## config.mk

```make
export PLATFORM = sky130hd
export DESIGN_NAME = keypad_code_lock
export DESIGN_NICKNAME = d
export VERILOG_FILES = /design/src/kcl_pkg.sv /design/src/kcl_cfg_regs.sv /design/src/kcl_seq.sv /design/src/keypad_code_lock.sv
export SDC_FILE = /design/constraint.sdc
export NUM_CORES = 1
export LEC_CHECK = 0
export BUFFER_PORTS_ARGS = -buffer_cell sky130_fd_sc_hd__buf_2
export CAP_MARGIN = 15
export CELL_PAD_IN_SITES_DETAIL_PLACEMENT = 0
export CELL_PAD_IN_SITES_GLOBAL_PLACEMENT = 2
export CORE_UTILIZATION = 44
export DETAILED_ROUTE_END_ITERATION = 12
export PLACE_DENSITY_LB_ADDON = 0.1
export SYNTH_ARGS = -nofsm -noshare
export SYNTH_HDL_FRONTEND = slang
export SYNTH_HIERARCHICAL = 1
export SYNTH_SLANG_ARGS = --single-unit
export TNS_END_PERCENT = 30
```

## constraint.sdc

```tcl
create_clock -name clk -period 9.28 [get_ports clk]
set_clock_uncertainty 0.05 [all_clocks]
set_input_delay 0.464 -clock clk [delete_from_list [all_inputs] [get_ports clk]]
set_output_delay 0.464 -clock clk [all_outputs]
set_load 0.005 [all_outputs]
```

## src/kcl_pkg.sv

```systemverilog
`default_nettype none

package kcl_pkg;

    localparam int unsigned KEY_W      = 8;
    localparam int unsigned LINES_W    = 8;
    localparam int unsigned STEP_W     = 4;
    localparam int unsigned CFG_IDX_W  = 3;
    localparam int unsigned CFG_DATA_W = 8;
    localparam int unsigned NUM_DIGITS = 5;

    // Configuration register indexes.
    localparam logic [CFG_IDX_W-1:0] CFG_START_KEY    = 3'd0;
    localparam logic [CFG_IDX_W-1:0] CFG_CODE_FIRST   = 3'd1;
    localparam logic [CFG_IDX_W-1:0] CFG_CODE_SECOND  = 3'd2;
    localparam logic [CFG_IDX_W-1:0] CFG_CODE_THIRD   = 3'd3;
    localparam logic [CFG_IDX_W-1:0] CFG_CODE_FOURTH  = 3'd4;
    localparam logic [CFG_IDX_W-1:0] CFG_CODE_FIFTH   = 3'd5;
    localparam logic [CFG_IDX_W-1:0] CFG_LOCK_PATTERN = 3'd6;

    // Reset values: '#', '1' to '5' and the first inside line.
    localparam logic [KEY_W-1:0]   START_KEY_RST    = 8'h23;
    localparam logic [KEY_W-1:0]   CODE_FIRST_RST   = 8'h31;
    localparam logic [KEY_W-1:0]   CODE_SECOND_RST  = 8'h32;
    localparam logic [KEY_W-1:0]   CODE_THIRD_RST   = 8'h33;
    localparam logic [KEY_W-1:0]   CODE_FOURTH_RST  = 8'h34;
    localparam logic [KEY_W-1:0]   CODE_FIFTH_RST   = 8'h35;
    localparam logic [LINES_W-1:0] LOCK_PATTERN_RST = 8'h01;

    typedef enum logic [STEP_W-1:0] {
        ST_WAIT   = 4'd0,
        ST_REL0   = 4'd1,
        ST_PRESS1 = 4'd2,
        ST_REL1   = 4'd3,
        ST_PRESS2 = 4'd4,
        ST_REL2   = 4'd5,
        ST_PRESS3 = 4'd6,
        ST_REL3   = 4'd7,
        ST_PRESS4 = 4'd8,
        ST_REL4   = 4'd9,
        ST_PRESS5 = 4'd10,
        ST_REL5   = 4'd11,
        ST_LOCK   = 4'd12
    } state_t;

    typedef struct packed {
        logic [KEY_W-1:0]                   start_key;
        logic [NUM_DIGITS-1:0][KEY_W-1:0]   code;
        logic [LINES_W-1:0]                 lock_pattern;
    } cfg_t;

endpackage

`default_nettype wire

```

## src/kcl_cfg_regs.sv

```systemverilog
`default_nettype none

module kcl_cfg_regs (
    input  wire logic                             clk,
    input  wire logic                             rst_n,
    input  wire logic                             wr_en,
    input  wire logic [kcl_pkg::CFG_IDX_W-1:0]    wr_index,
    input  wire logic [kcl_pkg::CFG_DATA_W-1:0]   wr_data,
    output kcl_pkg::cfg_t                         cfg
);

    kcl_pkg::cfg_t cfg_reg;
    kcl_pkg::cfg_t cfg_next;

    always_comb
    begin
        cfg_next = cfg_reg;
        if (wr_en)
        begin
            case (wr_index)
                kcl_pkg::CFG_START_KEY:    cfg_next.start_key    = wr_data;
                kcl_pkg::CFG_CODE_FIRST:   cfg_next.code[0]      = wr_data;
                kcl_pkg::CFG_CODE_SECOND:  cfg_next.code[1]      = wr_data;
                kcl_pkg::CFG_CODE_THIRD:   cfg_next.code[2]      = wr_data;
                kcl_pkg::CFG_CODE_FOURTH:  cfg_next.code[3]      = wr_data;
                kcl_pkg::CFG_CODE_FIFTH:   cfg_next.code[4]      = wr_data;
                kcl_pkg::CFG_LOCK_PATTERN: cfg_next.lock_pattern = wr_data;
                default:                   cfg_next              = cfg_reg;
            endcase
        end
    end

    always_ff @(posedge clk or negedge rst_n)
    begin
        if (!rst_n)
        begin
            cfg_reg.start_key    <= kcl_pkg::START_KEY_RST;
            cfg_reg.code[0]      <= kcl_pkg::CODE_FIRST_RST;
            cfg_reg.code[1]      <= kcl_pkg::CODE_SECOND_RST;
            cfg_reg.code[2]      <= kcl_pkg::CODE_THIRD_RST;
            cfg_reg.code[3]      <= kcl_pkg::CODE_FOURTH_RST;
            cfg_reg.code[4]      <= kcl_pkg::CODE_FIFTH_RST;
            cfg_reg.lock_pattern <= kcl_pkg::LOCK_PATTERN_RST;
        end
        else
        begin
            cfg_reg <= cfg_next;
        end
    end

    assign cfg = cfg_reg;

endmodule

`default_nettype wire

```

## src/kcl_seq.sv

```systemverilog
`default_nettype none

module kcl_seq (
    input  wire logic                          clk,
    input  wire logic                          rst_n,
    input  wire logic                          advance,
    input  wire logic [kcl_pkg::KEY_W-1:0]     key_code,
    input  wire logic [kcl_pkg::LINES_W-1:0]   inside_lines,
    input  wire kcl_pkg::cfg_t                 cfg,
    output logic                               unlocked_next,
    output kcl_pkg::state_t                    step_next
);

    kcl_pkg::state_t          state_reg;
    logic                     latch_reg;
    logic [kcl_pkg::KEY_W-1:0] digit;
    logic                     digit_hit;
    logic                     start_hit;
    logic                     lock_req;

    // Each press/release pair compares against its own code digit.
    always_comb
    begin
        case (state_reg)
            kcl_pkg::ST_PRESS1, kcl_pkg::ST_REL1: digit = cfg.code[0];
            kcl_pkg::ST_PRESS2, kcl_pkg::ST_REL2: digit = cfg.code[1];
            kcl_pkg::ST_PRESS3, kcl_pkg::ST_REL3: digit = cfg.code[2];
            kcl_pkg::ST_PRESS4, kcl_pkg::ST_REL4: digit = cfg.code[3];
            kcl_pkg::ST_PRESS5, kcl_pkg::ST_REL5: digit = cfg.code[4];
            default:                              digit = cfg.code[0];
        endcase
    end

    assign digit_hit = (key_code == digit);
    assign start_hit = (key_code == cfg.start_key);
    assign lock_req  = (inside_lines == cfg.lock_pattern);

    // Next state. In a press state the digit wins over the lock request,
    // which in turn wins over the start key.
    always_comb
    begin
        case (state_reg)
            kcl_pkg::ST_WAIT:
            begin
                if (start_hit)
                    step_next = kcl_pkg::ST_REL0;
                else if (lock_req)
                    step_next = kcl_pkg::ST_LOCK;
                else
                    step_next = kcl_pkg::ST_WAIT;
            end
            kcl_pkg::ST_REL0:
                step_next = start_hit ? kcl_pkg::ST_REL0 : kcl_pkg::ST_PRESS1;
            kcl_pkg::ST_LOCK:
                step_next = lock_req ? kcl_pkg::ST_LOCK : kcl_pkg::ST_WAIT;
            kcl_pkg::ST_PRESS1, kcl_pkg::ST_PRESS2, kcl_pkg::ST_PRESS3,
            kcl_pkg::ST_PRESS4, kcl_pkg::ST_PRESS5:
            begin
                if (digit_hit)
                    step_next = kcl_pkg::state_t'(state_reg + 4'd1);
                else if (lock_req)
                    step_next = kcl_pkg::ST_LOCK;
                else if (start_hit)
                    step_next = kcl_pkg::ST_WAIT;
                else
                    step_next = state_reg;
            end
            kcl_pkg::ST_REL1, kcl_pkg::ST_REL2, kcl_pkg::ST_REL3, kcl_pkg::ST_REL4:
                step_next = digit_hit ? state_reg : kcl_pkg::state_t'(state_reg + 4'd1);
            kcl_pkg::ST_REL5:
                step_next = digit_hit ? kcl_pkg::ST_REL5 : kcl_pkg::ST_PRESS5;
            default:
                step_next = kcl_pkg::ST_WAIT;
        endcase
    end

    // The latch follows the state the tick begins in.
    always_comb
    begin
        case (state_reg)
            kcl_pkg::ST_REL5: unlocked_next = 1'b1;
            kcl_pkg::ST_LOCK: unlocked_next = 1'b0;
            default:          unlocked_next = latch_reg;
        endcase
    end

    always_ff @(posedge clk or negedge rst_n)
    begin
        if (!rst_n)
        begin
            state_reg <= kcl_pkg::ST_WAIT;
            latch_reg <= 1'b0;
        end
        else if (advance)
        begin
            state_reg <= step_next;
            latch_reg <= unlocked_next;
        end
    end

endmodule

`default_nettype wire

```

## src/keypad_code_lock.sv

```systemverilog
// Channel   Handshake                 Payload
// tick      tick_valid / tick_stall   key_code, inside_lines
// result    result_valid / result_stall  unlocked, sequence_step
// cfg       cfg_valid / cfg_ready     cfg_index, cfg_data
//
// One tick is taken every cycle while tick_stall is low; it waits in the input register and
// goes through the sequencer into the result register once the result register is free.
// The sequencer state updates as a tick leaves the input register, so ticks follow back to back.
// Reset clears the pipeline, the sequencer and the configuration to its defaults; cfg_ready is
// always high. A stalled result holds the result register, and the input register takes one
// more beat before tick_stall rises.
`default_nettype none

module keypad_code_lock (
    input  wire logic                             clk,
    input  wire logic                             rst_n,
    input  wire logic                             tick_valid,
    output logic                                  tick_stall,
    input  wire logic [kcl_pkg::KEY_W-1:0]        key_code,
    input  wire logic [kcl_pkg::LINES_W-1:0]      inside_lines,
    output logic                                  result_valid,
    input  wire logic                             result_stall,
    output logic                                  unlocked,
    output logic [kcl_pkg::STEP_W-1:0]            sequence_step,
    input  wire logic                             cfg_valid,
    output logic                                  cfg_ready,
    input  wire logic [kcl_pkg::CFG_IDX_W-1:0]    cfg_index,
    input  wire logic [kcl_pkg::CFG_DATA_W-1:0]   cfg_data
);

    kcl_pkg::cfg_t                  cfg;
    logic                           in_valid_reg;
    logic [kcl_pkg::KEY_W-1:0]      key_code_reg;
    logic [kcl_pkg::LINES_W-1:0]    inside_lines_reg;
    logic                           result_valid_reg;
    logic                           unlocked_reg;
    logic [kcl_pkg::STEP_W-1:0]     sequence_step_reg;
    logic                           out_free;
    logic                           advance;
    logic                           accept;
    logic                           unlocked_next;
    kcl_pkg::state_t                step_next;

    assign out_free   = !result_valid_reg || !result_stall;
    assign advance    = in_valid_reg && out_free;
    assign tick_stall = in_valid_reg && !out_free;
    assign accept     = tick_valid && !tick_stall;
    assign cfg_ready  = 1'b1;

    kcl_cfg_regs u_cfg_regs (
        .clk      (clk),
        .rst_n    (rst_n),
        .wr_en    (cfg_valid && cfg_ready),
        .wr_index (cfg_index),
        .wr_data  (cfg_data),
        .cfg      (cfg)
    );

    kcl_seq u_seq (
        .clk           (clk),
        .rst_n         (rst_n),
        .advance       (advance),
        .key_code      (key_code_reg),
        .inside_lines  (inside_lines_reg),
        .cfg           (cfg),
        .unlocked_next (unlocked_next),
        .step_next     (step_next)
    );

    always_ff @(posedge clk or negedge rst_n)
    begin
        if (!rst_n)
        begin
            in_valid_reg     <= 1'b0;
            result_valid_reg <= 1'b0;
        end
        else
        begin
            if (accept)
                in_valid_reg <= 1'b1;
            else if (advance)
                in_valid_reg <= 1'b0;

            if (advance)
                result_valid_reg <= 1'b1;
            else if (!result_stall)
                result_valid_reg <= 1'b0;
        end
    end

    always_ff @(posedge clk)
    begin
        if (accept)
        begin
            key_code_reg     <= key_code;
            inside_lines_reg <= inside_lines;
        end
        if (advance)
        begin
            unlocked_reg      <= unlocked_next;
            sequence_step_reg <= step_next;
        end
    end

    assign result_valid  = result_valid_reg;
    assign unlocked      = unlocked_reg;
    assign sequence_step = sequence_step_reg;

endmodule

`default_nettype wire

```

=== Word-level counts from Yosys, hierarchy flattened ===
Index checks and enable logic that the tools add are counted.
Widths: inputs -> output; s select.

* Register bits: 84
* Input bits: 32
* Output and inout bits: 8
* Word-level logic and storage cells: 77

* Add/subtract/negate cells: 1
* Equal/unequal tests: 22
* Muxes and demuxes: 15
* Reductions and logical operators: 24

{| class="wikitable"
|+ Operators with widths
! operator !! count
|-
| $pmux 8 s4 || 1
|-
| $eq 8x8->1 || 3
|-
| $mux 4 || 6
|-
| $pmux 4 s6 || 1
|-
| $eq 4x4->1 const B || 5
|-
| $eq 4x3->1 const B || 4
|-
| $reduce_and 2->1 || 7
|-
| $eq 3x3->1 const B || 3
|-
| $eq 4x2->1 const B || 2
|-
| $reduce_or 2->1 || 4
|-
| $eq 3x2->1 const B || 2
|-
| $mux 1 || 5
|-
| $reduce_or 5->1 || 1
|-
| $add 4x1->4 const B || 1
|-
| $eq 4x1->1 const B || 1
|-
| $logic_not 1->1 || 4
|-
| $logic_not 4->1 || 1
|-
| $reduce_or 4->1 || 1
|-
| $eq 3x1->1 const B || 1
|-
| $logic_and 1x1->1 || 3
|-
| $logic_not 3->1 || 1
|-
| $mux 2 || 1
|-
| $ne 2x1->1 const B || 1
|-
| $pmux 1 s2 || 1
|-
| 2 further kinds || 2
|}

=== Depth between registers and ports, before layout ===
* Depth in word-level cells: 7
* Mapped depth: 12
* Depth with buffers taken out: 10

=== Hierarchy ===
Netlist, hierarchy kept.

{| class="wikitable"
|+ By module, submodules not included
! module !! instances !! cells an instance !! area an instance (µm²) !! seq. area each (µm²)
|-
| kcl_cfg_regs || 1 || 126 || 2173.3 || 1427.6
|-
| kcl_seq || 1 || 186 || 1397.6 || 125.1
|-
| keypad_code_lock || 1 || 31 || 734.5 || 680.7
|}

=== Least setup slack after synthesis ===
Ideal clock, no wire load.

* Path kind: register to register
* Start: register u_seq.state_reg[0]
* End: register sequence_step_reg (netlist bit sequence_step[1]) (data pin)
* Library setup time: 266 ps
* Arrival: 2672 ps
* Required time: 8964 ps
* Path slack: 6292 ps
* Cell stages (with the launch flop): 13
* Buffers on the path: 2
* Clock period less this slack: 2988 ps
* Cells stage by stage: dfrtp_1 > inv_1 > ha_1 > or2_1 > buf_2 > a22oi_1 > mux2_2 > o31ai_2 > and3_1 > buf_6 > nand3_1 > a31oi_1 > o21ai_0

* Cells in the longest elaborated chain, start to end: 6
* Elaborated cells on any way between the ends: 25
* Classes of those cells: add/sub (1); eq/ne (13); mux (4); reduce/logical (7)

{| class="wikitable"
|+ Ends and longest elaborated chain
! what !! RTL line !! text
|-
| from (decl) || kcl_seq.sv:14 || <nowiki>kcl_pkg::state_t state_reg;</nowiki>
|-
| from (signal assigned) || kcl_seq.sv:91 || <nowiki>state_reg <= kcl_pkg::ST_WAIT;</nowiki>
|-
| from (signal assigned) || kcl_seq.sv:96 || <nowiki>state_reg <= step_next;</nowiki>
|-
| $eq 4x4->1 / $eq 4x3->1 (equally long branches) || kcl_seq.sv:24, kcl_seq.sv:42 ||
|-
| $reduce_or 2->1 || kcl_seq.sv:24 || <nowiki>case (state_reg)</nowiki>
|-
| $pmux 8 s4 || kcl_seq.sv:24 ||
|-
| $eq 8x8->1 || kcl_seq.sv:34 || <nowiki>assign digit_hit = (key_code == digit);</nowiki>
|-
| $mux 4, on equally long branches || kcl_seq.sv:69, kcl_seq.sv:59 ||
|-
| $pmux 4 s6 * || kcl_seq.sv:42 || <nowiki>case (state_reg)</nowiki>
|-
| via step_next[1] || keypad_code_lock.sv:42 || <nowiki>kcl_pkg::state_t step_next;</nowiki>
|-
| to (signal assigned) || keypad_code_lock.sv:101 || <nowiki>sequence_step_reg <= step_next;</nowiki>
|-
| to (decl) || keypad_code_lock.sv:37 || <nowiki>logic [kcl_pkg::STEP_W-1:0] sequence_step_reg;</nowiki>
|}

Mark *: on every way through the listed nets, which the timed path passes. The rest lies on a longest branch.
A chain may end at the register's enable or synchronous reset.

=== Worst setup path in the final report ===
* Start: register u_seq.state_reg[3]
* End: register sequence_step_reg (netlist bit sequence_step[1]) (data pin)

The elaborated chain is that of the path after synthesis.

==> impl_results.html <==
<table>
<tr><th>Metric</th><th>Value</th></tr>
<tr><th colspan="2">STA</th></tr>
<tr><td>Number of pins with negative max-slew slack in the final report</td><td>0</td></tr>
<tr><td>Worst slew slack as a fraction of its limit</td><td>0.4425</td></tr>
<tr><td>Max frequency</td><td>0.2720 GHz</td></tr>
<tr><td>Finish-stage setup viols</td><td>0</td></tr>
<tr><td>Setup TNS Final</td><td>0 ps</td></tr>
<tr><td>Min Clock Period, post-route</td><td>~3700 ps</td></tr>
<tr><td>Post-route clock period utilization</td><td>0.3961</td></tr>
<tr><td>Smallest setup slack after layout</td><td>5604 ps</td></tr>
<tr><td>RSZ-0062 raised after global routing</td><td>no</td></tr>
<tr><td>Final hold violation count</td><td>0</td></tr>
<tr><td>Transition time at the pin with the least slew margin</td><td>approximately 840 ps</td></tr>
<tr><th colspan="2">Final layout</th></tr>
<tr><td>Share of final-layout standard cells stronger than drive strength 1</td><td>0.3779</td></tr>
<tr><td>Inserted Diodes</td><td>0</td></tr>
<tr><td>Finished Core Util</td><td>0.5112</td></tr>
<tr><td>Number of nets in the layout</td><td>approximately 430</td></tr>
<tr><td>P&amp;R area growth vs syn</td><td>11.28%</td></tr>
<tr><td>Flip-flop count of the largest register, all copies and words added</td><td>56</td></tr>
<tr><td>Fillers</td><td>about 860</td></tr>
<tr><th colspan="2">Power and ir drop</th></tr>
<tr><td>Int Power</td><td>695.8 uW</td></tr>
<tr><td>Leakage power figure</td><td>about 0.0019 uW</td></tr>
<tr><td>Relative contribution of sequential cells to total power</td><td>0.489</td></tr>
<tr><td>Switching share of power</td><td>0.3337</td></tr>
<tr><td>IR drop worst, VDD</td><td>roughly 0.1 mV</td></tr>
<tr><td>Switching power</td><td>between 300 and 400 uW</td></tr>
<tr><td>Pwr per Cell Area</td><td>roughly 220 nW/um^2</td></tr>
<tr><td>Combinational cell fraction of total power</td><td>0.280</td></tr>
<tr><td>Relative contribution of the clock network to total power</td><td>0.232</td></tr>
<tr><th colspan="2">Floorplan</th></tr>
<tr><td>Die span in y</td><td>approximately 100 um</td></tr>
<tr><td>Number of top-level pins</td><td>40</td></tr>
<tr><td>Starting density of the core</td><td>0.4594</td></tr>
<tr><td>Standard-cell rows</td><td>35</td></tr>
<tr><td>DIE WIDTH</td><td>between 100 and 150 um</td></tr>
<tr><td>Core outline area</td><td>between 9000 and 10000 um^2</td></tr>
<tr><td>Die area</td><td>between 10000 and 15000 um^2</td></tr>
<tr><th colspan="2">Synthesis</th></tr>
<tr><td>Register bit count reported by yosys</td><td>84</td></tr>
<tr><td>Nets in the synthesized netlist</td><td>about 380</td></tr>
<tr><td>Number of warnings reported in the yosys synthesis log</td><td>6</td></tr>
<tr><td>Yosys top cell by area</td><td>sky130_fd_sc_hd__dfrtp_1</td></tr>
<tr><td>Cell with the most instances after synthesis</td><td>sky130_fd_sc_hd__mux2_2</td></tr>
<tr><td>Dominant cells by area after synthesis</td><td>sky130_fd_sc_hd__dfrtp_1, sky130_fd_sc_hd__mux2_2, sky130_fd_sc_hd__edfxtp_1</td></tr>
<tr><td>Post-synthesis sequential area ratio</td><td>0.5187</td></tr>
<tr><td>Fraction of synthesis flops using an asynchronous set or reset pin</td><td>0.7500</td></tr>
<tr><td>Area share of the leading cell type in the synthesized netlist</td><td>0.2441</td></tr>
<tr><td>Mapped Cells</td><td>343</td></tr>
<tr><td>Primary FF master, synth</td><td>sky130_fd_sc_hd__dfrtp_1</td></tr>
<tr><td>Count of flip-flops with a built-in enable after synthesis</td><td>21</td></tr>
<tr><td>Distinct cell type count after synthesis</td><td>55</td></tr>
<tr><td>Most frequent cells after synthesis</td><td>sky130_fd_sc_hd__mux2_2, sky130_fd_sc_hd__dfrtp_1, sky130_fd_sc_hd__dfstp_2, sky130_fd_sc_hd__edfxtp_1, sky130_fd_sc_hd__xnor2_1</td></tr>
<tr><td>Mean post-synth cell area</td><td>approximately 13 um^2</td></tr>
<tr><td>Post-synthesis cell area</td><td>roughly 4300 um^2</td></tr>
<tr><th colspan="2">Clock tree</th></tr>
<tr><td>Number of buffers created by CTS</td><td>9</td></tr>
<tr><td>Setup Fix Bufs, Post-CTS</td><td>0</td></tr>
<tr><td>Worst-Skew Late Latency</td><td>approximately 350 ps</td></tr>
<tr><td>H-tree lvl count</td><td>3</td></tr>
<tr><td>Count of cells resized by post-cts repair</td><td>0</td></tr>
<tr><td>Clock Tree Buf Depth</td><td>2</td></tr>
<tr><td>CTS Hold Bufs</td><td>0</td></tr>
<tr><td>Clock tree from TritonCTS</td><td>yes</td></tr>
<tr><td>Clock-pin transition on the worst setup and hold timing paths</td><td>90 ps</td></tr>
<tr><td>Number of sinks on the clock net</td><td>between 80 and 90</td></tr>
<tr><td>CTS Root Buffer Type</td><td>sky130_fd_sc_hd__clkbuf_8</td></tr>
<tr><th colspan="2">Routing</th></tr>
<tr><td>Wire length per cell after detailed routing</td><td>around 18 um</td></tr>
<tr><td>Final Routed Wirelength</td><td>just over 9 mm</td></tr>
<tr><td>Residual DRC count</td><td>0</td></tr>
<tr><td>Post-route antenna net violation count</td><td>0</td></tr>
<tr><td>Starting DRC count in detailed routing</td><td>124</td></tr>
<tr><td>DR pass1 iterations</td><td>4</td></tr>
<tr><td>Routed via count divided by cell count</td><td>5.608</td></tr>
<tr><td>Overall via count from detail_route</td><td>~2900</td></tr>
<tr><th colspan="2">Global routing</th></tr>
<tr><td>Via count of the first global-routing pass</td><td>around 2900</td></tr>
<tr><td>Global Route Usage Sum</td><td>0.2029</td></tr>
<tr><td>Global-route congestion overflow total</td><td>0</td></tr>
<tr><td>Largest net degree at the start of global routing</td><td>64</td></tr>
<tr><td>Global-route wire length before repair</td><td>roughly 15 mm</td></tr>
<tr><td>Number of antenna violations at the first check in global routing</td><td>0</td></tr>
<tr><th colspan="2">Setup path</th></tr>
<tr><td>Crit-path max FO</td><td>13</td></tr>
<tr><td>Register-to-Register Setup Slack</td><td>about 5600 ps</td></tr>
<tr><td>Endpoint kind of the worst setup timing path</td><td>register</td></tr>
<tr><td>Reg2Reg Launch Point</td><td>u_seq/state_reg[3]</td></tr>
<tr><td>Category of the critical setup timing path</td><td>register to register</td></tr>
<tr><td>Worst endpoint data arrival time</td><td>3730 ps</td></tr>
<tr><td>Critical Path Source</td><td>u_seq/state_reg[3]</td></tr>
<tr><td>Data required time of the critical path</td><td>between 9000 and 10000 ps</td></tr>
<tr><td>Startpoint class of the critical path</td><td>register</td></tr>
<tr><th colspan="2">Outcome</th></tr>
<tr><td>Outcome</td><td>completed</td></tr>
<tr><th colspan="2">Place</th></tr>
<tr><td>DPL Wire Length</td><td>roughly 6.8 mm</td></tr>
<tr><td>Dpl ws</td><td>5666 ps</td></tr>
<tr><td>Count of buffers from port buffering</td><td>38</td></tr>
<tr><td>Placer Congestion</td><td>0.8592</td></tr>
<tr><th colspan="2">Hold path</th></tr>
<tr><td>Classification of the worst-slack hold path</td><td>input pin to asynchronous set/reset pin</td></tr>
<tr><th colspan="2">Run</th></tr>
<tr><td>Count of max-cap constraint violations</td><td>0</td></tr>
</table>
[metrics by stage]
step / std cells / power, uW / area, um^2 / hold slack (ps)
global placement: 502 / 805.1 / 4614 / 425.5
finish: 518 / 1044 / 4791 / 216.0
detailed placement: 502 / 807.8 / 4614 / 436.5
CTS: 518 / 1049 / 4791 / 208.5
floorplan: 343 / 728.4 / 4305 / 118.4
global route: 518 / 1106 / 4791 / 195.7
[area by class of cell]
type	count	area, um^2	area share
Tap cell	129	161.4	0.03369
Multi-Input combinational cell	234	1947	0.4064
Inverter	12	45.04	0.009402
Sequential cell	84	2233	0.4662
Clock buffer	10	127.6	0.02664
Clock inverter	6	48.80	0.01019
Timing Repair Buffer	43	227.7	0.04753
[cells by family (layout without fill, tap and decap cells)]
logic type / count (synthesis) / after routing / share of synthesized area
buf+inv: 25 / 71 / 0.02906
mux: 57 / 57 / 0.1491
flops: 84 / 84 / 0.5187
simple gates: 71 / 71 / 0.09184
fa+ha+maj: 9 / 9 / 0.02616
xor+xnor: 28 / 28 / 0.05696
other cells: 1 / 1 / 0.0008710
compound gates: 68 / 68 / 0.1273
[path summary, 6_finish.rpt]
kind | end | cells past startpoint
max | sequence_step[1] | 10
min | u_seq/state_reg[1] | 2
max reg2reg | sequence_step[1] | 10
min reg2reg | result_valid | 1
max in group asynchronous | u_cfg_regs/cfg[23] | 2
min in group clk | key_code_reg[6] | 1
[power by group through the flow]
stage	Clock [uW]	Combinational, uW	Sequential, uW
final	242	292	510
after global routing	264	322	521
after CTS	248	291	510
after detailed placement	0	290	518
after global placement	0	288	517
after floorplan	0	224	505
[routing by layer]
metal  GRT usage  part of all wire
met5           0                 0
met4     0.05017            0.0075
met3     0.04508             0.033
met2      0.3261              0.48
met1      0.2792              0.48
[cell usage in the layout (no fill, tap or decap), types with 3 or more instances in the layout]
master / synthesis / layout
sky130_fd_sc_hd__xnor2_1: 19 / 19
sky130_fd_sc_hd__nand2_1: 15 / 15
sky130_fd_sc_hd__nor3_1: 9 / 9
sky130_fd_sc_hd__buf_4: 1 / 5
sky130_fd_sc_hd__nor2_1: 15 / 15
sky130_fd_sc_hd__a22o_1: 6 / 6
sky130_fd_sc_hd__dfrtp_1: 42 / 42
sky130_fd_sc_hd__dfstp_2: 21 / 21
sky130_fd_sc_hd__inv_1: 12 / 12
sky130_fd_sc_hd__a31oi_1: 4 / 4
sky130_fd_sc_hd__nand4_1: 5 / 5
sky130_fd_sc_hd__and3_1: 3 / 3
sky130_fd_sc_hd__clkbuf_8: 0 / 9
sky130_fd_sc_hd__a32o_1: 5 / 5
sky130_fd_sc_hd__xor2_1: 9 / 9
sky130_fd_sc_hd__a22oi_1: 4 / 4
sky130_fd_sc_hd__a222oi_1: 4 / 4
sky130_fd_sc_hd__buf_2: 9 / 38
sky130_fd_sc_hd__o31a_1: 3 / 3
sky130_fd_sc_hd__nor4bb_1: 3 / 3
sky130_fd_sc_hd__a21oi_1: 9 / 9
sky130_fd_sc_hd__a211oi_1: 5 / 5
sky130_fd_sc_hd__clkinvlp_4: 0 / 3
sky130_fd_sc_hd__nand3_1: 6 / 6
sky130_fd_sc_hd__edfxtp_1: 21 / 21
sky130_fd_sc_hd__mux2_2: 57 / 57
sky130_fd_sc_hd__o21ai_0: 9 / 9
sky130_fd_sc_hd__ha_1: 9 / 9
sky130_fd_sc_hd__nand4b_1: 3 / 3
[worst max-delay path, stage by stage, from the launching register on]
cell and delay [ps]:
sky130_fd_sc_hd__dfrtp_1 480, sky130_fd_sc_hd__inv_1 190, sky130_fd_sc_hd__ha_1 470, sky130_fd_sc_hd__o21a_2 320, sky130_fd_sc_hd__a22oi_1 130, sky130_fd_sc_hd__and3_1 200
sky130_fd_sc_hd__o41ai_1 620, sky130_fd_sc_hd__and3_1 410, sky130_fd_sc_hd__nand3_1 200, sky130_fd_sc_hd__a31oi_1 250, sky130_fd_sc_hd__o21ai_0 100
Power figures use the tool's default switching activity.
